===== src/bbq_pkg.sv =====
// Shared types and constants for the billboard quad expander.
// No dependencies; every other source file but bbq_if refers to this package by scoped names.
package bbq_pkg;

  localparam int MAX_PARTICLES_DEF = 4096;
  localparam int VIDX_W = 14;
  localparam int NMAG_W = 17;    // normalized magnitude, at most 1.0 in Q1.16
  localparam int SVEC_W = 33;    // scaled axis component, signed
  localparam int QDEPTH = 2;
  localparam int QPTR_W = 1;
  localparam int QCNT_W = 2;

  localparam logic [2:0] REG_RIGHT_X = 3'd0;
  localparam logic [2:0] REG_RIGHT_Y = 3'd1;
  localparam logic [2:0] REG_RIGHT_Z = 3'd2;
  localparam logic [2:0] REG_UP_X    = 3'd3;
  localparam logic [2:0] REG_UP_Y    = 3'd4;
  localparam logic [2:0] REG_UP_Z    = 3'd5;
  localparam int NUM_REGS = 6;

  localparam logic [1:0] CORNER_BL = 2'd0;
  localparam logic [1:0] CORNER_BR = 2'd1;
  localparam logic [1:0] CORNER_TR = 2'd2;
  localparam logic [1:0] CORNER_TL = 2'd3;

  typedef enum logic [2:0] {
    NORM_IDLE,
    NORM_SQ,
    NORM_ROOT,
    NORM_LOAD,
    NORM_DIV
  } norm_state_t;

  typedef enum logic {
    ENT_QUAD,
    ENT_CLEAR
  } ent_kind_t;

  // Normalized camera axes: [axis][component], axis 0 right, 1 up.
  typedef struct packed {
    logic [1:0][2:0][NMAG_W-1:0] mag;
    logic [1:0][2:0]             neg;
  } nvec_t;

  typedef struct packed {
    ent_kind_t                   kind;
    logic                        frame_end;
    logic [2:0][31:0]            pos;
    logic [2:0][SVEC_W-1:0]      sr;
    logic [2:0][SVEC_W-1:0]      su;
  } entry_t;

endpackage


===== src/bbq_fifo.sv =====
// Two-entry queue between the front and back ends.
// Depends on bbq_pkg.
module bbq_fifo (
  input  logic            clk,
  input  logic            rst_n,
  input  logic            push,
  input  bbq_pkg::entry_t wdata,
  input  logic            pop,
  output bbq_pkg::entry_t rdata,
  output logic            full,
  output logic            not_empty
);

  bbq_pkg::entry_t           mem_r [bbq_pkg::QDEPTH];
  logic [bbq_pkg::QPTR_W-1:0] wr_r, rd_r;
  logic [bbq_pkg::QCNT_W-1:0] cnt_r;

  assign full      = (cnt_r == bbq_pkg::QCNT_W'(bbq_pkg::QDEPTH));
  assign not_empty = (cnt_r != '0);
  assign rdata     = mem_r[rd_r];

  always_ff @(posedge clk) begin
    if (!rst_n) begin
      wr_r  <= '0;
      rd_r  <= '0;
      cnt_r <= '0;
    end else begin
      if (push) wr_r <= wr_r + 1'b1;
      if (pop)  rd_r <= rd_r + 1'b1;
      cnt_r <= cnt_r + bbq_pkg::QCNT_W'(push) - bbq_pkg::QCNT_W'(pop);
    end
  end

  always_ff @(posedge clk) begin
    if (push) mem_r[wr_r] <= wdata;
  end

endmodule


===== config.mk =====
export PLATFORM = sky130hd
export DESIGN_NAME = bbq_fifo
export DESIGN_NICKNAME = d
export VERILOG_FILES = /design/src/bbq_pkg.sv /design/src/bbq_fifo.sv
export SDC_FILE = /design/constraint.sdc
export NUM_CORES = 1
export LEC_CHECK = 0
export BUFFER_PORTS_ARGS = -buffer_cell sky130_fd_sc_hd__buf_2
export CORE_AREA = 2 2 234 236
export DETAILED_ROUTE_END_ITERATION = 12
export DIE_AREA = 0 0 236 238
export PLACE_DENSITY_LB_ADDON = 0.15
export SLEW_MARGIN = 30
export SYNTH_ARGS = -nofsm -noshare
export SYNTH_HDL_FRONTEND = slang
export SYNTH_SLANG_ARGS = --single-unit

===== constraint.sdc =====
create_clock -name clk -period 13.5 [get_ports clk]
set_input_delay 0 -clock clk [delete_from_list [all_inputs] [get_ports clk]]
set_output_delay 0 -clock clk [all_outputs]
set_load 0.01 [all_outputs]

==> impl_metrics.ini <==
[die]
row_count = 85
dieArea_sq_um = 56200
fp.dieW_um = 236
core_sq_um = 53500
initial_core_util_pct = 42.2
dieHeight_um = 238
ioPinCount = 598

[yosys]
synth.avg_cell_area_sq_um = 24.0
synth_cells = 942
ys_types = 14
synth_top_area_share_pct = 78.7
ys_top_cells_by_area = edfxtp_1, mux2_4, mux2_2
synthesis.nets = 1244
ys_warn_count = 0
ys_ff_latch = 597
synth_top_area_cell = edfxtp_1
seq_area_frac_synth_pct = 79.2
synth_area_sq_um = 22600

[sta]
slew-limit-headroom_pct = 34.1
timing.setup.tns_ns = 0
setup_viol = 0
hold_viol_final = 0
rsz0062_at_grt = false
finClkSkew_ns = 0.0163
timing.fmax_mhz = 336
worst_pin_slew_ns = 0.988
fin_crit_ns = 2.98
final_max_slew_viol_count = 0
hold_slack_ns = 0.150
finalCritPeriodShare_pct = 22.1

[routing]
wl_um = 53200
num_vias = 12290
postRouteAntennaNets = 0
drt_first_pass_iters = 6
routed_via_density = 4.68
drc = 0
post_drt_wl_per_cell_um = 20.2
drtIter0Drc = 587

[setup_path]
cp_max_fo = 64
arrival_ns = 3.17
cp.required_ns = 13.69
critPathKind = register to register
worst_setup_path_start_kind = register
ff2ff_path_depth = 3
end_kind = register

[global_route]
antenna_found_initial = 1
grt_remaining_overflow = 0
grtUsageTotal_pct = 18.4
grt_max_degree = 155
grt_pass1_wl_um = 77900
grt_pass1_vias = 13071

[placed_design]
place_congestion = 0.783
hpwl_um = 35000
port_buffers = 597

[outcome]
status = completed

[clock_tree]
cts_hold_buf = 300
clockBufferDepth = 3
cts.sinks = 597
cts_buffers = 66
clk_pin_slew_ns = 0.06
cts-resized-gates = 0
cts_setup_buffers = 0
htreeDepth = 3
root_buffer = clkbuf_16
cts_tree = done
worstSkewPairLatency_ns = 0.58

[final_layout]
nFillCells = 4118
syn_to_final_growth_pct = 38.6
drive_gt1_share_pct = 51.4
nets = 2186

[hold_path]
whs_path_depth = 2
min_path_type = input port to register

[power]
power_leakage_nw = 12.3
power_density_nw_per_um2 = 141
ir_drop_mv = 0.116

[flow_run]
maxCapViolCount = 0
layout by cell type (no fill, tap or decap):
master	n
mux2_4	240
o21a_1	1
inv_1	2
dfxtp_1	4
clkinvlp_4	2
diode_2	1
dfxtp_4	1
buf_12	6
and2_1	3
clkbuf_1	16
nor2b_1	3
dlygate4sd3_1	300
buf_4	2
xnor3_1	1
mux2_2	56
buf_16	1
bufinv_16	4
inv_6	4
buf_2	597
and2_4	1
clkinv_2	8
xor2_1	1
edfxtp_1	592
ha_1	2
clkinv_1	13
nor2b_4	1
buf_6	1
or2_2	1
clkbuf_16	67
critical path, cell delays in order (launching register included):
cell and delay, ns:
dfxtp_1 0.34, nor2b_4 0.58, buf_4 0.78, buf_4 0.76
layout make-up:
| cell class | count | area (sq um) | area share, % |
|---|---|---|---|
| Sequential cell | 597 | 17900 | 57.2 |
| Timing Repair Buffer | 907 | 6160 | 19.7 |
| Multi-Input combinational cell | 310 | 4360 | 13.9 |
| Clock buffer | 83 | 1740 | 5.55 |
| Tap cell | 696 | 871 | 2.78 |
| Clock inverter | 31 | 259 | 0.828 |
| Inverter | 2 | 7.51 | 0.0240 |
| Antenna cell | 1 | 2.50 | 0.00800 |
Yosys cell counts, drive strengths merged:
cell	count
and2	4
buf	33
dfxtp	5
edfxtp	592
ha	2
inv	2
mux2	296
nor2b	4
o21a	1
or2	1
xnor3	1
xor2	1
power breakdown:
group          internal, mW  switching [mW]  leakage, nW
logic                 0.299           0.266         5.77
registers              2.15          0.0243         5.60
clock network         0.986           0.683        0.971
metrics by stage:
| stage | util, % | std cells | setup WS, ns | power (mW) | area, sq um |
|---|---|---|---|---|---|
| final | 58.5 | 2627 | 10.52 | 4.41 | 31300 |
| after global routing | 58.5 | 2626 | 10.29 | 4.57 | 31300 |
| after detailed placement | 49.1 | 2212 | 10.48 | 2.71 | 26300 |
| after global placement | 49.0 | 2209 | 10.46 | 2.70 | 26200 |
| after floorplan | - | 942 | 4.99 | 2.52 | 22600 |
| after CTS | 58.5 | 2626 | 10.47 | 4.46 | 31300 |
logic make-up after synthesis:
logic type | share of synthesized area [%]
AND/OR/NAND/NOR | 0.249
adder cells (fa/ha/maj) | 0.111
flip-flops | 79.2
buffers and inverters | 1.54
XOR/XNOR | 0.139
AO/OA/AOI/OAI | 0.0333
multiplexers | 18.8
routing by layer:
| layer | track usage, % | part of all wire (%) | up-vias |
|---|---|---|---|
| met5 | 0 | 0.024 | - |
| met4 | 8.30 | 3.6 | 2 |
| met3 | 4.96 | 6.5 | 93 |
| met2 | 32.7 | 52 | 405 |
| met1 | 20.9 | 38 | 6127 |
| li1 | - | - | 5663 |
sequential cells by signal, summed over array words and instances (netlist names), named ones only:
register and cells:
mem_r 592, cnt_r 2, wr_r 1, rd_r 1
path summary, 6_finish.rpt:
check                           startpoint             to  slack (ns)
worst max-delay path                  wr_r  mem_r[0][248]       10.52
worst min-delay path            wdata[223]  mem_r[1][223]        0.15
worst max register to register        wr_r  mem_r[0][248]       10.52
worst min register to register        rd_r           rd_r        0.60
Note: power is estimated with default switching activity, not from simulation.
