[config.mk]
export PLATFORM = sky130hd
export DESIGN_NAME = bbq_norm
export DESIGN_NICKNAME = d
export VERILOG_FILES = /design/src/bbq_pkg.sv /design/src/bbq_norm.sv
export SDC_FILE = /design/constraint.sdc
export NUM_CORES = 2
export LEC_CHECK = 0
export BUFFER_PORTS_ARGS = -buffer_cell sky130_fd_sc_hd__buf_2
export CORE_AREA = 2 2 481 244
export DETAILED_ROUTE_END_ITERATION = 7
export DIE_AREA = 0 0 483 246
export PLACE_DENSITY = 0.74
export SLEW_MARGIN = 15
export SYNTH_ARGS = -nofsm -noshare
export SYNTH_HDL_FRONTEND = slang
export SYNTH_SLANG_ARGS = --single-unit
[constraint.sdc]
create_clock -name clk -period 13.2 [get_ports clk]
set_input_delay 2.64 -clock clk [delete_from_list [all_inputs] [get_ports clk]]
set_output_delay 2.64 -clock clk [all_outputs]
set_load 0.03 [all_outputs]
[src/bbq_pkg.sv]
// Shared types and constants for the billboard quad expander.
// No dependencies; every other source file but bbq_if refers to this package by scoped names.
package bbq_pkg;

  localparam int MAX_PARTICLES_DEF = 4096;
  localparam int VIDX_W = 14;
  localparam int NMAG_W = 17;    // normalized magnitude, at most 1.0 in Q1.16
  localparam int SVEC_W = 33;    // scaled axis component, signed
  localparam int QDEPTH = 2;
  localparam int QPTR_W = 1;
  localparam int QCNT_W = 2;

  localparam logic [2:0] REG_RIGHT_X = 3'd0;
  localparam logic [2:0] REG_RIGHT_Y = 3'd1;
  localparam logic [2:0] REG_RIGHT_Z = 3'd2;
  localparam logic [2:0] REG_UP_X    = 3'd3;
  localparam logic [2:0] REG_UP_Y    = 3'd4;
  localparam logic [2:0] REG_UP_Z    = 3'd5;
  localparam int NUM_REGS = 6;

  localparam logic [1:0] CORNER_BL = 2'd0;
  localparam logic [1:0] CORNER_BR = 2'd1;
  localparam logic [1:0] CORNER_TR = 2'd2;
  localparam logic [1:0] CORNER_TL = 2'd3;

  typedef enum logic [2:0] {
    NORM_IDLE,
    NORM_SQ,
    NORM_ROOT,
    NORM_LOAD,
    NORM_DIV
  } norm_state_t;

  typedef enum logic {
    ENT_QUAD,
    ENT_CLEAR
  } ent_kind_t;

  // Normalized camera axes: [axis][component], axis 0 right, 1 up.
  typedef struct packed {
    logic [1:0][2:0][NMAG_W-1:0] mag;
    logic [1:0][2:0]             neg;
  } nvec_t;

  typedef struct packed {
    ent_kind_t                   kind;
    logic                        frame_end;
    logic [2:0][31:0]            pos;
    logic [2:0][SVEC_W-1:0]      sr;
    logic [2:0][SVEC_W-1:0]      su;
  } entry_t;

endpackage

[src/bbq_norm.sv]
// Camera axis registers and the iterative normalizer (square sum, root, divide).
// Depends on bbq_pkg.
module bbq_norm (
  input  logic                clk,
  input  logic                rst_n,
  input  logic                cfg_we,
  input  logic [2:0]          cfg_index,
  input  logic [31:0]         cfg_data,
  output logic                busy,
  output bbq_pkg::nvec_t      nvec
);

  logic [31:0]          cfg_r [bbq_pkg::NUM_REGS];
  logic                 start_r, start_nxt;
  bbq_pkg::norm_state_t state_r, state_nxt;
  logic                 axis_r, axis_nxt;
  logic [1:0]           comp_r, comp_nxt;
  logic [4:0]           step_r, step_nxt;
  logic [63:0]          acc_r, acc_nxt;
  logic [63:0]          root_r, root_nxt;
  logic [63:0]          bit_r, bit_nxt;
  logic [47:0]          rem_r, rem_nxt;
  logic [bbq_pkg::NMAG_W-1:0] q_r, q_nxt;
  bbq_pkg::nvec_t       nvec_r, nvec_nxt;

  logic [2:0]  raw_idx;
  logic [31:0] raw;
  logic [31:0] raw_mag;
  logic [63:0] sq;
  logic [63:0] trial_root;
  logic [31:0] len;
  logic [48:0] trial_div;
  logic        wr_hit;

  assign wr_hit  = cfg_we && (cfg_index < 3'(bbq_pkg::NUM_REGS));
  assign raw_idx = axis_r ? (3'(comp_r) + bbq_pkg::REG_UP_X) : 3'(comp_r);
  assign raw     = cfg_r[raw_idx];
  assign raw_mag = raw[31] ? (32'd0 - raw) : raw;
  assign sq      = 64'(raw_mag) * 64'(raw_mag);
  assign trial_root = root_r + bit_r;
  assign len       = root_r[31:0];
  assign trial_div = 49'(len) << step_r;

  always_ff @(posedge clk) begin
    if (!rst_n) begin
      cfg_r[bbq_pkg::REG_RIGHT_X] <= 32'd65536;
      cfg_r[bbq_pkg::REG_RIGHT_Y] <= 32'd0;
      cfg_r[bbq_pkg::REG_RIGHT_Z] <= 32'd0;
      cfg_r[bbq_pkg::REG_UP_X]    <= 32'd0;
      cfg_r[bbq_pkg::REG_UP_Y]    <= 32'd65536;
      cfg_r[bbq_pkg::REG_UP_Z]    <= 32'd0;
      start_r <= 1'b1;
      state_r <= bbq_pkg::NORM_IDLE;
    end else begin
      if (wr_hit) begin
        cfg_r[cfg_index] <= cfg_data;
      end
      start_r <= start_nxt;
      state_r <= state_nxt;
    end
  end

  always_ff @(posedge clk) begin
    axis_r <= axis_nxt;
    comp_r <= comp_nxt;
    step_r <= step_nxt;
    acc_r  <= acc_nxt;
    root_r <= root_nxt;
    bit_r  <= bit_nxt;
    rem_r  <= rem_nxt;
    q_r    <= q_nxt;
    nvec_r <= nvec_nxt;
  end

  always_comb begin
    state_nxt = state_r;
    start_nxt = start_r;
    axis_nxt  = axis_r;
    comp_nxt  = comp_r;
    step_nxt  = step_r;
    acc_nxt   = acc_r;
    root_nxt  = root_r;
    bit_nxt   = bit_r;
    rem_nxt   = rem_r;
    q_nxt     = q_r;
    nvec_nxt  = nvec_r;
    // a new write restarts the whole pass from the right axis
    if (start_r) begin
      state_nxt = bbq_pkg::NORM_SQ;
      axis_nxt  = 1'b0;
      comp_nxt  = 2'd0;
      acc_nxt   = 64'd0;
      start_nxt = 1'b0;
    end else begin
      case (state_r)
        bbq_pkg::NORM_IDLE: begin
        end
        bbq_pkg::NORM_SQ: begin
          acc_nxt  = acc_r + sq;
          comp_nxt = comp_r + 2'd1;
          if (comp_r == 2'd2) begin
            state_nxt = bbq_pkg::NORM_ROOT;
            root_nxt  = 64'd0;
            bit_nxt   = 64'd1 << 62;
            step_nxt  = 5'd0;
          end
        end
        bbq_pkg::NORM_ROOT: begin
          if (acc_r >= trial_root) begin
            acc_nxt  = acc_r - trial_root;
            root_nxt = (root_r >> 1) + bit_r;
          end else begin
            root_nxt = root_r >> 1;
          end
          bit_nxt  = bit_r >> 2;
          step_nxt = step_r + 5'd1;
          if (step_r == 5'd31) begin
            state_nxt = bbq_pkg::NORM_LOAD;
            comp_nxt  = 2'd0;
          end
        end
        bbq_pkg::NORM_LOAD: begin
          rem_nxt   = {raw_mag, 16'd0};
          q_nxt     = '0;
          step_nxt  = 5'd16;
          state_nxt = bbq_pkg::NORM_DIV;
        end
        bbq_pkg::NORM_DIV: begin
          if (49'(rem_r) >= trial_div) begin
            rem_nxt        = 48'(49'(rem_r) - trial_div);
            q_nxt[step_r]  = 1'b1;
          end
          if (step_r == 5'd0) begin
            nvec_nxt.mag[axis_r][comp_r] = (len == 32'd0) ? '0 : q_nxt;
            nvec_nxt.neg[axis_r][comp_r] = raw[31];
            if (comp_r == 2'd2) begin
              if (!axis_r) begin
                axis_nxt  = 1'b1;
                comp_nxt  = 2'd0;
                acc_nxt   = 64'd0;
                state_nxt = bbq_pkg::NORM_SQ;
              end else begin
                state_nxt = bbq_pkg::NORM_IDLE;
              end
            end else begin
              comp_nxt  = comp_r + 2'd1;
              state_nxt = bbq_pkg::NORM_LOAD;
            end
          end else begin
            step_nxt = step_r - 5'd1;
          end
        end
        default: state_nxt = bbq_pkg::NORM_IDLE;
      endcase
    end
    if (wr_hit) begin
      start_nxt = 1'b1;
    end
  end

  assign busy = start_r || (state_r != bbq_pkg::NORM_IDLE);
  assign nvec = nvec_r;

endmodule

==> flow_metrics.env <==
export IMPL_synth_top_family_by_area="adder cells"
export IMPL_io_pins=147
export IMPL_cp_common_cell="inv_1"
export IMPL_fin_nets=8540
export IMPL_fmax_mhz=78.0
export IMPL_cts_sinks=601
export IMPL_min_period_ps=12820
export IMPL_crit_path_max_fanout=19
export IMPL_first_pass_iters=7
export IMPL_multiInputGateArea_um2=45500
export IMPL_setup_tns_ps=0
export IMPL_die_x_um=483
export IMPL_reg2reg_to="acc_r[63]"
export IMPL_yosys_warnings=0
export IMPL_synthArstFlopShare_pct=0
export IMPL_grt_setup_unrepaired="no"
export IMPL_dieArea_um2=119000
export IMPL_syn2layout_area_growth_pct=6.93
export IMPL_final_util_pct=63.8
export IMPL_core_area_um2=115000
export IMPL_crit_path_start_kind="flip-flop"
export IMPL_hold_viol_final=0
export IMPL_yosys_most_used_dff="edfxtp_1"
export IMPL_synthSimpleGateAreaFrac_pct=12.5
export IMPL_antenna_found_initial=5
export IMPL_slew_viol_final=0
export IMPL_worstSetupPathType="flip-flop to flip-flop"
export IMPL_cpPeakStageDelay_ps=610
export IMPL_seqCellArea_um2=17300
export IMPL_cts_clk_slew_worst_paths_ps=70
export IMPL_grt_pass1_vias=53439
export IMPL_hp_class="flip-flop to flip-flop"
export IMPL_yosysUniqueCellTypes=104
export IMPL_postSynthCellCount=7104
export IMPL_initialDrtViolationCount=7842
export IMPL_critPathSlowestCell="mux4_2"
export IMPL_fillCellCount=9427
export IMPL_reg2reg_depth=41
export IMPL_skew_ps=44.6
export IMPL_end_kind="flip-flop"
export IMPL_synth_compound_area_share_pct=11.7
export IMPL_synthAdderAreaFrac_pct=33.5
export IMPL_htreeDepth=2
export IMPL_slew_headroom_pct=23.8
export IMPL_whs_path_depth=2
export IMPL_clk_path_buf_depth=3
export IMPL_cp_required_ps=13800
export IMPL_yosysSeqAreaShare_pct=25.4
export IMPL_outcome="completed"
export IMPL_routabilityCongestion=1.04
export IMPL_gr_total_overflow=0
export IMPL_ant_nets=0
export IMPL_tightest_slew_ps=1140
export IMPL_clock_latency_ps=700
export IMPL_remaining_drc_errors=0
export IMPL_cts_root_buf="clkbuf_16"
export IMPL_ys_ff_latch=601
export IMPL_dp_hpwl_um=171000
export IMPL_drive_gt1_share_pct=7.91
export IMPL_grt_util_all_layers_pct=36.6
export IMPL_via_per_inst=6.21
export IMPL_totalWireLength_um=216000
export IMPL_grt_pass1_wl_um=330000
export IMPL_rrSetupSlack_ps=380
export IMPL_cts_tree="built"
export IMPL_setup_viol=0
export IMPL_synthXorXnorAreaFrac_pct=4.04
export IMPL_die_y_um=246
export IMPL_max_cap_violations=0
export IMPL_numCtsBuffers=57
export IMPL_ctsHoldBuffers=0
export IMPL_syn_cell_area_um2=68300
export IMPL_worstSetupStartpoint="comp_r[0]"
export IMPL_arrival_ps=13420
export IMPL_synth_area_mux_share_pct=4.01
export IMPL_min_from="acc_r[0]"
export IMPL_finalCritPeriodShare_pct=97.1
export IMPL_io_buffer_count=146
export IMPL_synth_edff_count=530
export IMPL_rows=88
export IMPL_syn_area_per_cell_um2=9.61
export IMPL_wl_per_cell_um=24.6
export IMPL_initial_core_util_pct=59.6
export IMPL_worstReg2RegStart="comp_r[0]"
export IMPL_num_vias=54459
export IMPL_holdPathEnd="acc_r[0]"
export IMPL_grt_max_degree=76
logic make-up (layout without fill, tap and decap cells):
kind of cell,after synthesis,after routing
AO/OA/AOI/OAI,1200,1200
flip-flops,601,601
other,2,91
AND/OR/NAND/NOR,1921,1921
multiplexers,202,202
adder cells (fa/ha/maj),1306,1306
buffers and inverters,1565,1617
XOR/XNOR,307,307
critical path, delay by kind of cell (launching register included):
kind / cells / cell delay (ps)
xor+xnor: 1 / 80
flops: 1 / 320
simple gates: 8 / 1810
fa+ha+maj: 10 / 4880
mux: 2 / 1100
compound gates: 7 / 2150
buf+inv: 13 / 2320
synth_stat cells (all sizes together), types with 49 or more instances:
cell type,instances,area [µm²]
inv,1236,4640
and2,57,357
a211oi,76,576
nor2,730,2760
dfxtp,71,1420
buf,86,487
nand3,65,330
mux4,54,1220
clkbuf,241,905
fa,875,17500
nand2,635,2390
o21bai,49,368
and3,60,375
xor2,151,1390
nand4,67,425
a31oi,96,601
ha,431,5390
nand2b,49,307
a21o,117,878
a221oi,52,462
edfxtp,530,15900
nor3,99,507
xnor2,156,1370
a21oi,313,1570
mux2i,129,1310
o21ai,214,1080
what timing repair did:
item                                    in CTS  in global routing
endpoints found under the setup margin       0                 16
buffers inserted                             0                  1
resized for setup                            0                  9
cells in the final DEF (no fill, tap or decap), types with 60 or more instances in the layout:
| cell | count |
|---|---|
| a211oi_1 | 75 |
| a21o_1 | 116 |
| a21oi_1 | 310 |
| a31oi_1 | 95 |
| and3_1 | 60 |
| buf_2 | 146 |
| buf_4 | 124 |
| conb_1 | 89 |
| dfxtp_1 | 67 |
| edfxtp_1 | 530 |
| fa_1 | 875 |
| ha_1 | 430 |
| inv_1 | 1215 |
| mux2i_1 | 125 |
| nand2_1 | 631 |
| nand3_1 | 64 |
| nand4_1 | 66 |
| nor2_1 | 727 |
| nor3_1 | 96 |
| o21ai_0 | 208 |
| xnor2_1 | 146 |
| xor2_1 | 137 |
worst max path at each step:
stage	to	slack, ps	depth (start not counted)
finish	acc_r[63]	380	41
global route	acc_r[62]	10	41
CTS	acc_r[62]	40	40
detailed placement	acc_r[62]	70	40
global placement	acc_r[62]	350	40
floorplan	acc_r[57]	2090	44
per-stage QoR:
stage | instance area [µm²] | setup WS, ps | hold WS [ps] | cells
final | 73000 | 378 | 525 | 8775
after global routing | 73000 | 10.2 | 568 | 8773
after CTS | 73000 | 36.1 | 525 | 8772
after detailed placement | 71100 | 66.1 | 512 | 8666
after global placement | 71100 | 351 | 506 | 8666
after floorplan | 68600 | 2090 | 465 | 7191
flip-flops by register name, indices dropped and copies added (netlist names):
register / cells
start_r: 1
comp_r: 2
rem_r: 48
bit_r: 32
state_r: 3
cfg_r: 256
axis_r: 1
nvec: 108
acc_r: 64
q_r: 17
root_r: 64
step_r: 5
layer usage:
metal  vias to the layer above  global-route usage [%]  wire length (µm)
met4                         4                    6.70              4160
met5                         -                   0.362                72
met1                     26737                    57.4             94600
li1                      23691                       -                 -
met2                      3709                    47.8             81400
met3                       318                    13.7             35400
area by class of cell:
| cell class | instances | share of cell area [%] |
|---|---|---|
| diodes | 2 | 0.00685 |
| clock buffers | 70 | 2.06 |
| clock inverters | 36 | 0.516 |
| inverters | 1238 | 6.37 |
| multi-input cells | 5025 | 62.3 |
| flip-flops and latches | 601 | 23.7 |
| well taps | 1530 | 2.62 |
| repair buffers | 273 | 2.37 |
Power is left out: the tool's default activity adds up to more than one toggle a clock period on the data nets, which glitch-free logic cannot reach.
