**config.mk**
```make
export PLATFORM = sky130hd
export DESIGN_NAME = bbq_back_flat
export DESIGN_NICKNAME = d
export VERILOG_FILES = /design/src/bbq_pkg.sv /design/src/bbq_if.sv /design/src/bbq_back.sv /design/src/flat_wrapper.sv
export SDC_FILE = /design/constraint.sdc
export NUM_CORES = 1
export LEC_CHECK = 0
export ABC_AREA = 1
export BUFFER_PORTS_ARGS = -buffer_cell sky130_fd_sc_hd__buf_2
export CAP_MARGIN = 30
export CORE_ASPECT_RATIO = 0.5
export CORE_MARGIN = 10
export CORE_UTILIZATION = 60
export CTS_CLUSTER_SIZE = 20
export DETAILED_ROUTE_END_ITERATION = 8
export GPL_TIMING_DRIVEN = 0
export PLACE_DENSITY_LB_ADDON = 0.3
export SLEW_MARGIN = 20
export SYNTH_ARGS = -nofsm -noshare
export SYNTH_HDL_FRONTEND = slang
export SYNTH_SLANG_ARGS = --single-unit
export TNS_END_PERCENT = 50
```
**constraint.sdc**
```tcl
create_clock -name clk -period 7.7 [get_ports clk]
set_input_delay 0.77 -clock clk [delete_from_list [all_inputs] [get_ports clk]]
set_output_delay 0.77 -clock clk [all_outputs]
set_load 0.02 [all_outputs]
```
**src/bbq_pkg.sv**
```systemverilog
// Shared types and constants for the billboard quad expander.
// No dependencies; every other source file but bbq_if refers to this package by scoped names.
package bbq_pkg;

  localparam int MAX_PARTICLES_DEF = 4096;
  localparam int VIDX_W = 14;
  localparam int NMAG_W = 17;    // normalized magnitude, at most 1.0 in Q1.16
  localparam int SVEC_W = 33;    // scaled axis component, signed
  localparam int QDEPTH = 2;
  localparam int QPTR_W = 1;
  localparam int QCNT_W = 2;

  localparam logic [2:0] REG_RIGHT_X = 3'd0;
  localparam logic [2:0] REG_RIGHT_Y = 3'd1;
  localparam logic [2:0] REG_RIGHT_Z = 3'd2;
  localparam logic [2:0] REG_UP_X    = 3'd3;
  localparam logic [2:0] REG_UP_Y    = 3'd4;
  localparam logic [2:0] REG_UP_Z    = 3'd5;
  localparam int NUM_REGS = 6;

  localparam logic [1:0] CORNER_BL = 2'd0;
  localparam logic [1:0] CORNER_BR = 2'd1;
  localparam logic [1:0] CORNER_TR = 2'd2;
  localparam logic [1:0] CORNER_TL = 2'd3;

  typedef enum logic [2:0] {
    NORM_IDLE,
    NORM_SQ,
    NORM_ROOT,
    NORM_LOAD,
    NORM_DIV
  } norm_state_t;

  typedef enum logic {
    ENT_QUAD,
    ENT_CLEAR
  } ent_kind_t;

  // Normalized camera axes: [axis][component], axis 0 right, 1 up.
  typedef struct packed {
    logic [1:0][2:0][NMAG_W-1:0] mag;
    logic [1:0][2:0]             neg;
  } nvec_t;

  typedef struct packed {
    ent_kind_t                   kind;
    logic                        frame_end;
    logic [2:0][31:0]            pos;
    logic [2:0][SVEC_W-1:0]      sr;
    logic [2:0][SVEC_W-1:0]      su;
  } entry_t;

endpackage

```
**src/bbq_if.sv**
```systemverilog


interface bbq_out_if;
  logic        valid;
  logic        ready;
  logic [31:0] corner_x;
  logic [31:0] corner_y;
  logic [31:0] corner_z;
  logic [13:0] vertex_index;
  logic [1:0]  corner_id;
  logic        last_corner;
  modport source (output valid, corner_x, corner_y, corner_z, vertex_index, corner_id,
                  last_corner, input ready);
  modport sink (input valid, corner_x, corner_y, corner_z, vertex_index, corner_id,
                last_corner, output ready);
endinterface

```
**src/bbq_back.sv**
```systemverilog
// Back end: walks the four corners of each quad into the output register
// and keeps the vertex counter. Depends on bbq_pkg, bbq_if.
module bbq_back #(
  parameter int MAX_PARTICLES = bbq_pkg::MAX_PARTICLES_DEF
) (
  input  logic            clk,
  input  logic            rst_n,
  input  logic            q_valid,
  input  bbq_pkg::entry_t q_data,
  output logic            q_pop,
  bbq_out_if.source       out_ch
);

  localparam int CNT_LIM = 4 * MAX_PARTICLES;

  logic                      ovalid_r, ovalid_nxt;
  logic [2:0][31:0]          corner_r;
  logic [bbq_pkg::VIDX_W-1:0] vidx_r;
  logic [1:0]                id_r;
  logic                      last_r;
  logic [1:0]                k_r, k_nxt;
  logic [bbq_pkg::VIDX_W-1:0] cnt_r, cnt_nxt;
  logic [bbq_pkg::VIDX_W:0]   cnt_inc;
  logic                      emit;
  logic                      rplus, uplus;
  logic signed [34:0]        sum [3];
  logic [2:0][31:0]          corner_nxt;

  assign emit    = q_valid && (q_data.kind == bbq_pkg::ENT_QUAD) &&
                   (!ovalid_r || out_ch.ready);
  assign rplus   = (k_r == bbq_pkg::CORNER_BR) || (k_r == bbq_pkg::CORNER_TR);
  assign uplus   = (k_r == bbq_pkg::CORNER_TR) || (k_r == bbq_pkg::CORNER_TL);
  assign cnt_inc = {1'b0, cnt_r} + 1'b1;

  always_comb begin
    for (int c = 0; c < 3; c++) begin
      sum[c] = 35'(signed'(q_data.pos[c]))
             + (rplus ? 35'(signed'(q_data.sr[c])) : -35'(signed'(q_data.sr[c])))
             + (uplus ? 35'(signed'(q_data.su[c])) : -35'(signed'(q_data.su[c])));
      if (sum[c] > 35'sd2147483647) begin
        corner_nxt[c] = 32'h7fff_ffff;
      end else if (sum[c] < -35'sd2147483648) begin
        corner_nxt[c] = 32'h8000_0000;
      end else begin
        corner_nxt[c] = sum[c][31:0];
      end
    end
  end

  always_comb begin
    q_pop      = 1'b0;
    k_nxt      = k_r;
    cnt_nxt    = cnt_r;
    ovalid_nxt = ovalid_r && !out_ch.ready;
    if (q_valid && (q_data.kind == bbq_pkg::ENT_CLEAR)) begin
      q_pop   = 1'b1;
      cnt_nxt = '0;
    end else if (emit) begin
      ovalid_nxt = 1'b1;
      k_nxt      = k_r + 2'd1;
      cnt_nxt    = (32'(cnt_inc) >= CNT_LIM) ? '0 : cnt_inc[bbq_pkg::VIDX_W-1:0];
      if (k_r == bbq_pkg::CORNER_TL) begin
        q_pop = 1'b1;
        if (q_data.frame_end) cnt_nxt = '0;
      end
    end
  end

  always_ff @(posedge clk) begin
    if (!rst_n) begin
      ovalid_r <= 1'b0;
      k_r      <= bbq_pkg::CORNER_BL;
      cnt_r    <= '0;
    end else begin
      ovalid_r <= ovalid_nxt;
      k_r      <= k_nxt;
      cnt_r    <= cnt_nxt;
    end
  end

  always_ff @(posedge clk) begin
    if (emit) begin
      corner_r <= corner_nxt;
      vidx_r   <= cnt_r;
      id_r     <= k_r;
      last_r   <= (k_r == bbq_pkg::CORNER_TL);
    end
  end

  assign out_ch.valid        = ovalid_r;
  assign out_ch.corner_x     = corner_r[0];
  assign out_ch.corner_y     = corner_r[1];
  assign out_ch.corner_z     = corner_r[2];
  assign out_ch.vertex_index = vidx_r;
  assign out_ch.corner_id    = id_r;
  assign out_ch.last_corner  = last_r;

endmodule

```
**src/flat_wrapper.sv**
```systemverilog
// flat-port wrapper written by rule: the top's interface ports become plain ports
module bbq_back_flat 
#(
  parameter int MAX_PARTICLES = bbq_pkg::MAX_PARTICLES_DEF
)
  (clk, rst_n, q_valid, q_data, q_pop, out_ch_valid, out_ch_corner_x, out_ch_corner_y, out_ch_corner_z, out_ch_vertex_index, out_ch_corner_id, out_ch_last_corner, out_ch_ready);
  bbq_out_if out_ch_i ();
  input  logic clk;
  input  logic rst_n;
  input  logic q_valid;
  input  bbq_pkg::entry_t q_data;
  output logic q_pop;
  output wire logic [$bits(out_ch_i.valid)-1:0] out_ch_valid;
  output wire logic [$bits(out_ch_i.corner_x)-1:0] out_ch_corner_x;
  output wire logic [$bits(out_ch_i.corner_y)-1:0] out_ch_corner_y;
  output wire logic [$bits(out_ch_i.corner_z)-1:0] out_ch_corner_z;
  output wire logic [$bits(out_ch_i.vertex_index)-1:0] out_ch_vertex_index;
  output wire logic [$bits(out_ch_i.corner_id)-1:0] out_ch_corner_id;
  output wire logic [$bits(out_ch_i.last_corner)-1:0] out_ch_last_corner;
  input wire logic [$bits(out_ch_i.ready)-1:0] out_ch_ready;
  assign out_ch_valid = out_ch_i.valid;
  assign out_ch_corner_x = out_ch_i.corner_x;
  assign out_ch_corner_y = out_ch_i.corner_y;
  assign out_ch_corner_z = out_ch_i.corner_z;
  assign out_ch_vertex_index = out_ch_i.vertex_index;
  assign out_ch_corner_id = out_ch_i.corner_id;
  assign out_ch_last_corner = out_ch_i.last_corner;
  assign out_ch_i.ready = out_ch_ready;
  bbq_back #(.MAX_PARTICLES(MAX_PARTICLES)) u_core (.clk(clk), .rst_n(rst_n), .q_valid(q_valid), .q_data(q_data), .q_pop(q_pop), .out_ch(out_ch_i));
endmodule
```
==> impl_metrics.yaml, run 1 <==
grt:
  grt_max_degree: 73
  grt_pass1_wl_mm: 122
  gr-total-overflow: 0
  antenna_found_initial: 25
  grt_pass1_vias: 22208
  grt_use_total_pct: 36.8
worst_setup_path:
  cpLargestDelayFamily: "buffers and inverters"
  cp_common_cell: "nand2_1"
  crit_fanout: 10
  worst-path-buf-inv: 7
  path_class: "reg -> reg"
  cp_slowest_cell: "clkbuf_1"
  crit_required_ns: 7.92
  cp-end-kind: "flip-flop"
  arrival_ns: 7.00
  slowest_delay_ns: 0.75
  start_kind: "flip-flop"
drt:
  vias_per_cell: 5.48
  dr.pass1.iters: 9
  num_vias: 23301
  antenna_left: 0
  wire_per_inst_um: 19.3
  routed_wl_mm: 82.1
  initialDrtViolationCount: 2632
  route.detailed.drc: 0
sta:
  drv_slew: 0
  slew_headroom_pct: 33.5
  hold_viol: 0
  tightest_slew_ns: 0.997
  max_freq_ghz: 0.147
  finalCriticalPeriod_ns: 6.78
  setup_violations: 0
  period_share_pct: 88.1
  setup_tns_ns: 0
  layout_setup_ws_ns: 0.917
  fin_skew_ns: 0.00973
  rsz0062_at_grt: "false"
layout:
  nets: 4248
  area_growth_syn_to_layout_pct: 16.6
  layout-drive-gt1-share_pct: 14.2
  final_common_cell: "nand2_1"
  final_util_pct: 70.6
  fill_cells: 3029
  final_cell_mix: "nand2_1, inv_1, buf_2"
die:
  die_x_um: 283
  die_area_mm2: 0.0429
  io_pins: 415
  start_util_pct: 60.6
  num_rows: 48
  die_y_um: 152
  core_mm2: 0.0343
synth:
  synth_top_area_cell: "nand2_1"
  syn_inst: 3298
  synth_flop_cell: "edfxtp_1"
  synthArstFlopShare_pct: 0
  synth.yosys.seq_area_share_pct: 18.0
  synth_nets: 3811
  synth.avg_cell_area_um2: 6.30
  synth.distinct_cells: 47
  synth_warnings: 0
  ys_top_cells_by_area: "nand2_1, edfxtp_1, inv_1"
  yosys_register_bits: 130
  synthDominantCellAreaShare_pct: 18.0
  synth_area_mm2: 0.0208
  synth_edf_count: 113
power_and_ir_drop:
  p_leak_nw: 13.7
  seqPwrFrac_pct: 15.2
  irDropWorstVdd_mv: 0.274
  switching_share_pct: 55.5
  power_switching_mw: 4.33
  p_clk_share_pct: 12.0
  p_comb_share_pct: 72.8
  internal-power_mw: 3.48
  power_density_mw_per_mm2: 323
clock_network:
  clkSinkCount: 130
  cts-buffers-inserted: 17
  clkLatencyLatePin_ns: 0.47
  cts_resized: 0
  cts_root_buffer: "clkbuf_16"
  clock_path_buffers: 2
  cts_tree: "built"
  postCtsHoldBufs: 0
  h-tree-depth: 4
  post_cts_buffers: 0
  path_clk_slew_ns: 0.07
placement:
  port_buffers: 413
  dp_slack_ns: 0.968
  routabilityCongestion: 1.08
  dp_hpwl_mm: 69.8
run:
  maxCapViolCount: 0
min_path:
  hp-class: "reg -> reg"
outcome:
  status: "finished, final reports clean"
-- Yosys cell counts (all sizes together) (2+ instances only) --
| library cell | number |
|---|---|
| nor4 | 12 |
| a31oi | 14 |
| o211ai | 11 |
| a211oi | 5 |
| nor2 | 373 |
| nand2b | 2 |
| o31ai | 12 |
| nand3b | 7 |
| nand2 | 1008 |
| xor2 | 177 |
| nand4 | 32 |
| o41ai | 2 |
| o21a | 3 |
| or2 | 5 |
| and3 | 4 |
| buf | 27 |
| a21oi | 116 |
| nand3 | 130 |
| xnor2 | 78 |
| edfxtp | 113 |
| nor3b | 3 |
| dfxtp | 17 |
| a31o | 2 |
| ha | 108 |
| inv | 772 |
| o2111ai | 3 |
| clkbuf | 17 |
| o21bai | 14 |
| a21o | 4 |
| nor3 | 45 |
| fa | 105 |
| o21ai | 75 |
-- final cells by class --
class,count,area [um^2],area share [%]
Multi-Input combinational cell,2351,13800,57.1
Antenna cell,27,67.6,0.279
Tap cell,475,594,2.45
Timing Repair Buffer,418,2150,8.87
Clock inverter,14,184,0.760
Inverter,773,2910,12.0
Clock buffer,18,450,1.86
Buffer,44,308,1.27
Sequential cell,130,3730,15.4
-- worst register-to-register path: stages, from the launching register on --
cell	delay, ns
dfxtp_1	0.44
ha_1	0.34
nor2_2	0.15
buf_8	0.20
buf_2	0.30
inv_1	0.17
clkbuf_1	0.75
clkbuf_1	0.61
o21ai_0	0.27
fa_1	0.55
inv_1	0.04
ha_1	0.28
fa_1	0.47
nand3_1	0.10
nand3_1	0.12
nand2_1	0.09
nand2_1	0.12
nand2_1	0.09
nand2_1	0.20
nand2_1	0.18
nand2_1	0.06
nand2_1	0.08
nand4_1	0.10
o21ai_2	0.49
buf_6	0.25
nand2_1	0.09
-- final timing paths --
check | start | end | slack [ns] | cells past startpoint
worst max-delay path | u_core.k_r[1] | u_core.out_ch.corner_z[27] | 0.92 | 25
worst min-delay path | u_core.cnt_r[10] | u_core.out_ch.vertex_index[10] | 0.47 | 0
worst max register to register | u_core.k_r[1] | u_core.out_ch.corner_z[27] | 0.92 | 25
worst min register to register | u_core.cnt_r[10] | u_core.out_ch.vertex_index[10] | 0.47 | 0
-- power groups by stage --
stage | sequential (mW) | clock, mW | combinational [mW]
final | 1.19 | 0.936 | 5.69
after global routing | 1.21 | 0.952 | 6.25
after CTS | 1.19 | 0.928 | 5.53
after detailed placement | 1.20 | 0 | 5.49
after global placement | 1.20 | 0 | 5.36
after floorplan | 1.44 | 0 | 3.59
-- metal layers --
metal / vias up / global-route usage [%] / part of all wire [%]
li1: 10893 / - / -
met1: 10816 / 46.1 / 39
met2: 1333 / 59.4 / 45
met3: 257 / 9.26 / 11
met5: - / 0 / 0.013
met4: 2 / 17.3 / 4.6
-- registers in the layout, indices dropped and copies added (netlist names) --
register                    flops
u_core.out_ch.vertex_index     14
u_core.out_ch.last_corner       1
u_core.out_ch.valid             1
u_core.out_ch.corner_x         32
u_core.cnt_r                   14
u_core.out_ch.corner_y         32
u_core.k_r                      2
u_core.out_ch.corner_z         32
u_core.out_ch.corner_id         2
-- cell families after synthesis --
kind of cell,synth area share (%)
flip-flops,18.0
adder cells (fa/ha/maj),16.6
AND/OR/NAND/NOR,32.0
XOR/XNOR,10.8
AO/OA/AOI/OAI,7.22
buffers and inverters,15.4
-- stage by stage --
| step | instances | cell area, um^2 | hold WS [ns] | power [mW] |
|---|---|---|---|---|
| 6_report | 4250 | 24200 | 0.467 | 7.81 |
| 3_3_place_gp | 4186 | 23400 | 0.432 | 6.56 |
| 2_1_floorplan | 3298 | 20800 | 0.408 | 5.03 |
| 5_1_grt | 4247 | 24200 | 0.481 | 8.41 |
| 4_1_cts | 4222 | 24100 | 0.467 | 7.65 |
| 3_5_place_dp | 4190 | 23500 | 0.449 | 6.70 |
Note: power is estimated with default switching activity, not from simulation.
==> run 2, diff against run 1 <==
ABC_AREA = default   (was 1)
==> run 2 against run 1 <==
  * Register-to-register slack got worse by 0.63 ns
  * Sequential share of layout area rose by 2.6 points
  * First-iteration DRC count fell by 34%
  * Cell count fell by 31%
  * Via count fell by 25%
  * Synthesized area fell by 17%
  * Critical endpoint is now u_core.out_ch.corner_z[0]
  * Critical path depth fell by 4
  * Total power rose by 3.0%
  * Global-route usage fell by 4.2 points
  * Non-clock buffer count rose by 27
  * Hold slack improved by 0.012 ns
==> impl_metrics.yaml, run 2 <==
sta:
  hold_viol: 0
  slew_headroom_pct: 29.4
  tightest_slew_ns: 1.06
  setup_violations: 0
  fin_skew_ns: 0.00819
  max_freq_ghz: 0.135
  period_share_pct: 96.3
  drv_slew: 0
  hold_ws_ns: 0.479
  finalCriticalPeriod_ns: 7.41
  rsz0062_at_grt: "false"
clock_network:
  clkSinkCount: 130
  clkLatencyLatePin_ns: 0.46
  cts_tree: "built"
  cts_resized: 5
  cts-buffers-inserted: 17
  post_cts_buffers: 0
  clock_path_buffers: 2
  h-tree-depth: 4
  postCtsHoldBufs: 0
  path_clk_slew_ns: 0.06
  cts_root_buffer: "clkbuf_16"
layout:
  multiInputGateArea_mm2: 0.0120
  final_common_cell: "buf_2"
  fill_cells: 2227
  nets: 3010
  area_growth_syn_to_layout_pct: 19.5
  final_cell_mix: "buf_2, inv_1, xor2_1"
  fin_cells: 2921
  regArea_mm2: 0.00373
  layout-drive-gt1-share_pct: 19.8
worst_setup_path:
  slowest_delay_ns: 0.70
  timing.rr.start: "u_core.k_r[0]"
  reg2reg_to: "u_core.out_ch.corner_z[0]"
  cp-startpoint: "u_core.k_r[0]"
  cp-end-kind: "flip-flop"
  cp_slowest_cell: "nor2_1"
  start_kind: "flip-flop"
  crit_fanout: 10
  path_class: "reg -> reg"
  path_cells: "inv_1, ha_2, nor2_1, clkbuf_1, buf_8, mux2i_1, fa_1, inv_1, ha_1, fa_1, a211o_1, a21oi_1, o21bai_1, a311oi_1, o21ai_0, o31ai_1, a2111o_1, o311ai_0, o31ai_2, clkbuf_1, o21ai_0"
  arrival_ns: 7.57
  rr_worst_depth: 21
  crit_required_ns: 7.85
  rrSetupSlack_ns: 0.29
  crit_end: "u_core.out_ch.corner_z[0]"
power_and_ir_drop:
  irDropWorstVdd_mv: 0.310
  p_leak_nw: 9.90
  power_density_mw_per_mm2: 388
placement:
  port_buffers: 414
  routabilityCongestion: 0.991
  place_inst: 2861
  dp_hpwl_mm: 51.2
outcome:
  status: "finished, final reports clean"
synth:
  synth_compound_area_share_pct: 20.5
  ys_top_cells_by_area: "edfxtp_1, fa_1, xor2_1"
  synth_top_family_by_area: "compound AO/OA/AOI/OAI gates"
  synth-simple-area-share_pct: 13.1
  synth_flop_cell: "edfxtp_1"
  synth_fa_ha_area_share_pct: 19.9
  yosys_register_bits: 130
  synth.yosys.seq_area_share_pct: 21.5
  synth_nets: 2570
  synth_top_area_cell: "edfxtp_1"
  synth_area_mm2: 0.0173
  synth-xor-area-share_pct: 15.1
  synthArstFlopShare_pct: 0
  synthDominantCellAreaShare_pct: 19.6
  synth_most_common_cell: "inv_1"
  synth_warnings: 0
  synth_edf_count: 113
  synth_mux_area_share_pct: 0.758
  synth_common_cells: "inv_1, xor2_1, a21oi_1, xnor2_1"
  synth.distinct_cells: 75
  synth.avg_cell_area_um2: 8.43
  syn_inst: 2057
grt:
  grt_pass1_wl_mm: 93.2
  grt_use_total_pct: 32.5
  grt_pass1_vias: 17169
  gr-total-overflow: 0
  grt_max_degree: 35
  antenna_found_initial: 28
die:
  die_area_mm2: 0.0365
  num_rows: 43
  io_pins: 415
  core_mm2: 0.0281
  die_x_um: 260
  die_y_um: 140
  start_util_pct: 61.7
drt:
  initialDrtViolationCount: 1746
  route.detailed.drc: 0
  routed_wl_mm: 61.6
  num_vias: 17519
  wire_per_inst_um: 21.1
  vias_per_cell: 6.00
  dr.pass1.iters: 6
  antenna_left: 0
min_path:
  hp-class: "reg -> reg"
  hold_depth: 0
run:
  maxCapViolCount: 0
run 2: changes by cell type in the layout (fill, tap and decap cells not counted), sizes merged, moves of 44 or more:
cell	change
a21oi	+45
clkbuf	+48
inv	-440
nand2	-902
nand3	-101
nor2	-260
o21ai	+46
o31ai	+44
xnor2	+47
run 2: cell type report:
| type | instances | area share [%] |
|---|---|---|
| Sequential cell | 130 | 18.0 |
| Clock buffer | 26 | 2.77 |
| Antenna cell | 29 | 0.350 |
| Timing Repair Buffer | 424 | 10.6 |
| Buffer | 65 | 1.45 |
| Multi-Input combinational cell | 1522 | 58.1 |
| Clock inverter | 6 | 0.242 |
| Inverter | 337 | 6.10 |
| Tap cell | 382 | 2.31 |
run 2: cells by family after synthesis:
logic type	Yosys count
simple gates	445
buf+inv	405
fa+ha+maj	213
flops	130
mux	13
xor+xnor	299
compound gates	552
run 2: metal layers:
metal | vias to the layer above | track usage, % | part of all wire (%)
li1 | 8012 | - | -
met1 | 8357 | 39.0 | 39
met2 | 955 | 54.2 | 47
met3 | 191 | 7.37 | 9.6
met4 | 4 | 16.6 | 4.5
met5 | - | 0 | 0.044
run 2: critical path: cells and delay by family (launching register included):
family                     cells  cell delay, ns
AOI/OAI and AO/OA             10            3.25
buffers and inverters          5            1.25
muxes                          1            0.11
and+or+nand+nor                1            0.70
adders and majority gates      4            1.36
DFF                            1            0.42
run 2: per-stage QoR:
step           utilization [%]  worst slack (ns)  power, mW  cell area, um^2  setup TNS, ns
6_report                  73.8             0.286       8.05            20700              0
3_5_place_dp              71.2            -0.832       7.04            20000         -28.15
2_1_floorplan                -              1.99       5.49            17300              0
4_1_cts                   73.5             0.236       7.97            20600              0
5_1_grt                   73.8           0.00295       8.64            20700              0
3_3_place_gp              70.8            -0.763       6.98            19900         -39.22
run 2: how the worst min path moves through the flow:
stage / from / endpoint
after floorplan: u_core.k_r[0] / u_core.out_ch.corner_id[0]
after global placement: u_core.cnt_r[9] / u_core.out_ch.vertex_index[9]
after detailed placement: u_core.cnt_r[9] / u_core.out_ch.vertex_index[9]
after CTS: u_core.cnt_r[9] / u_core.out_ch.vertex_index[9]
after global routing: u_core.cnt_r[9] / u_core.out_ch.vertex_index[9]
final: u_core.cnt_r[9] / u_core.out_ch.vertex_index[9]
run 2: where the power goes:
part | switching, mW | internal, mW
combinational | 3.60 | 2.17
clock | 0.354 | 0.519
sequential | 0.0697 | 1.33
total | 4.02 | 4.02
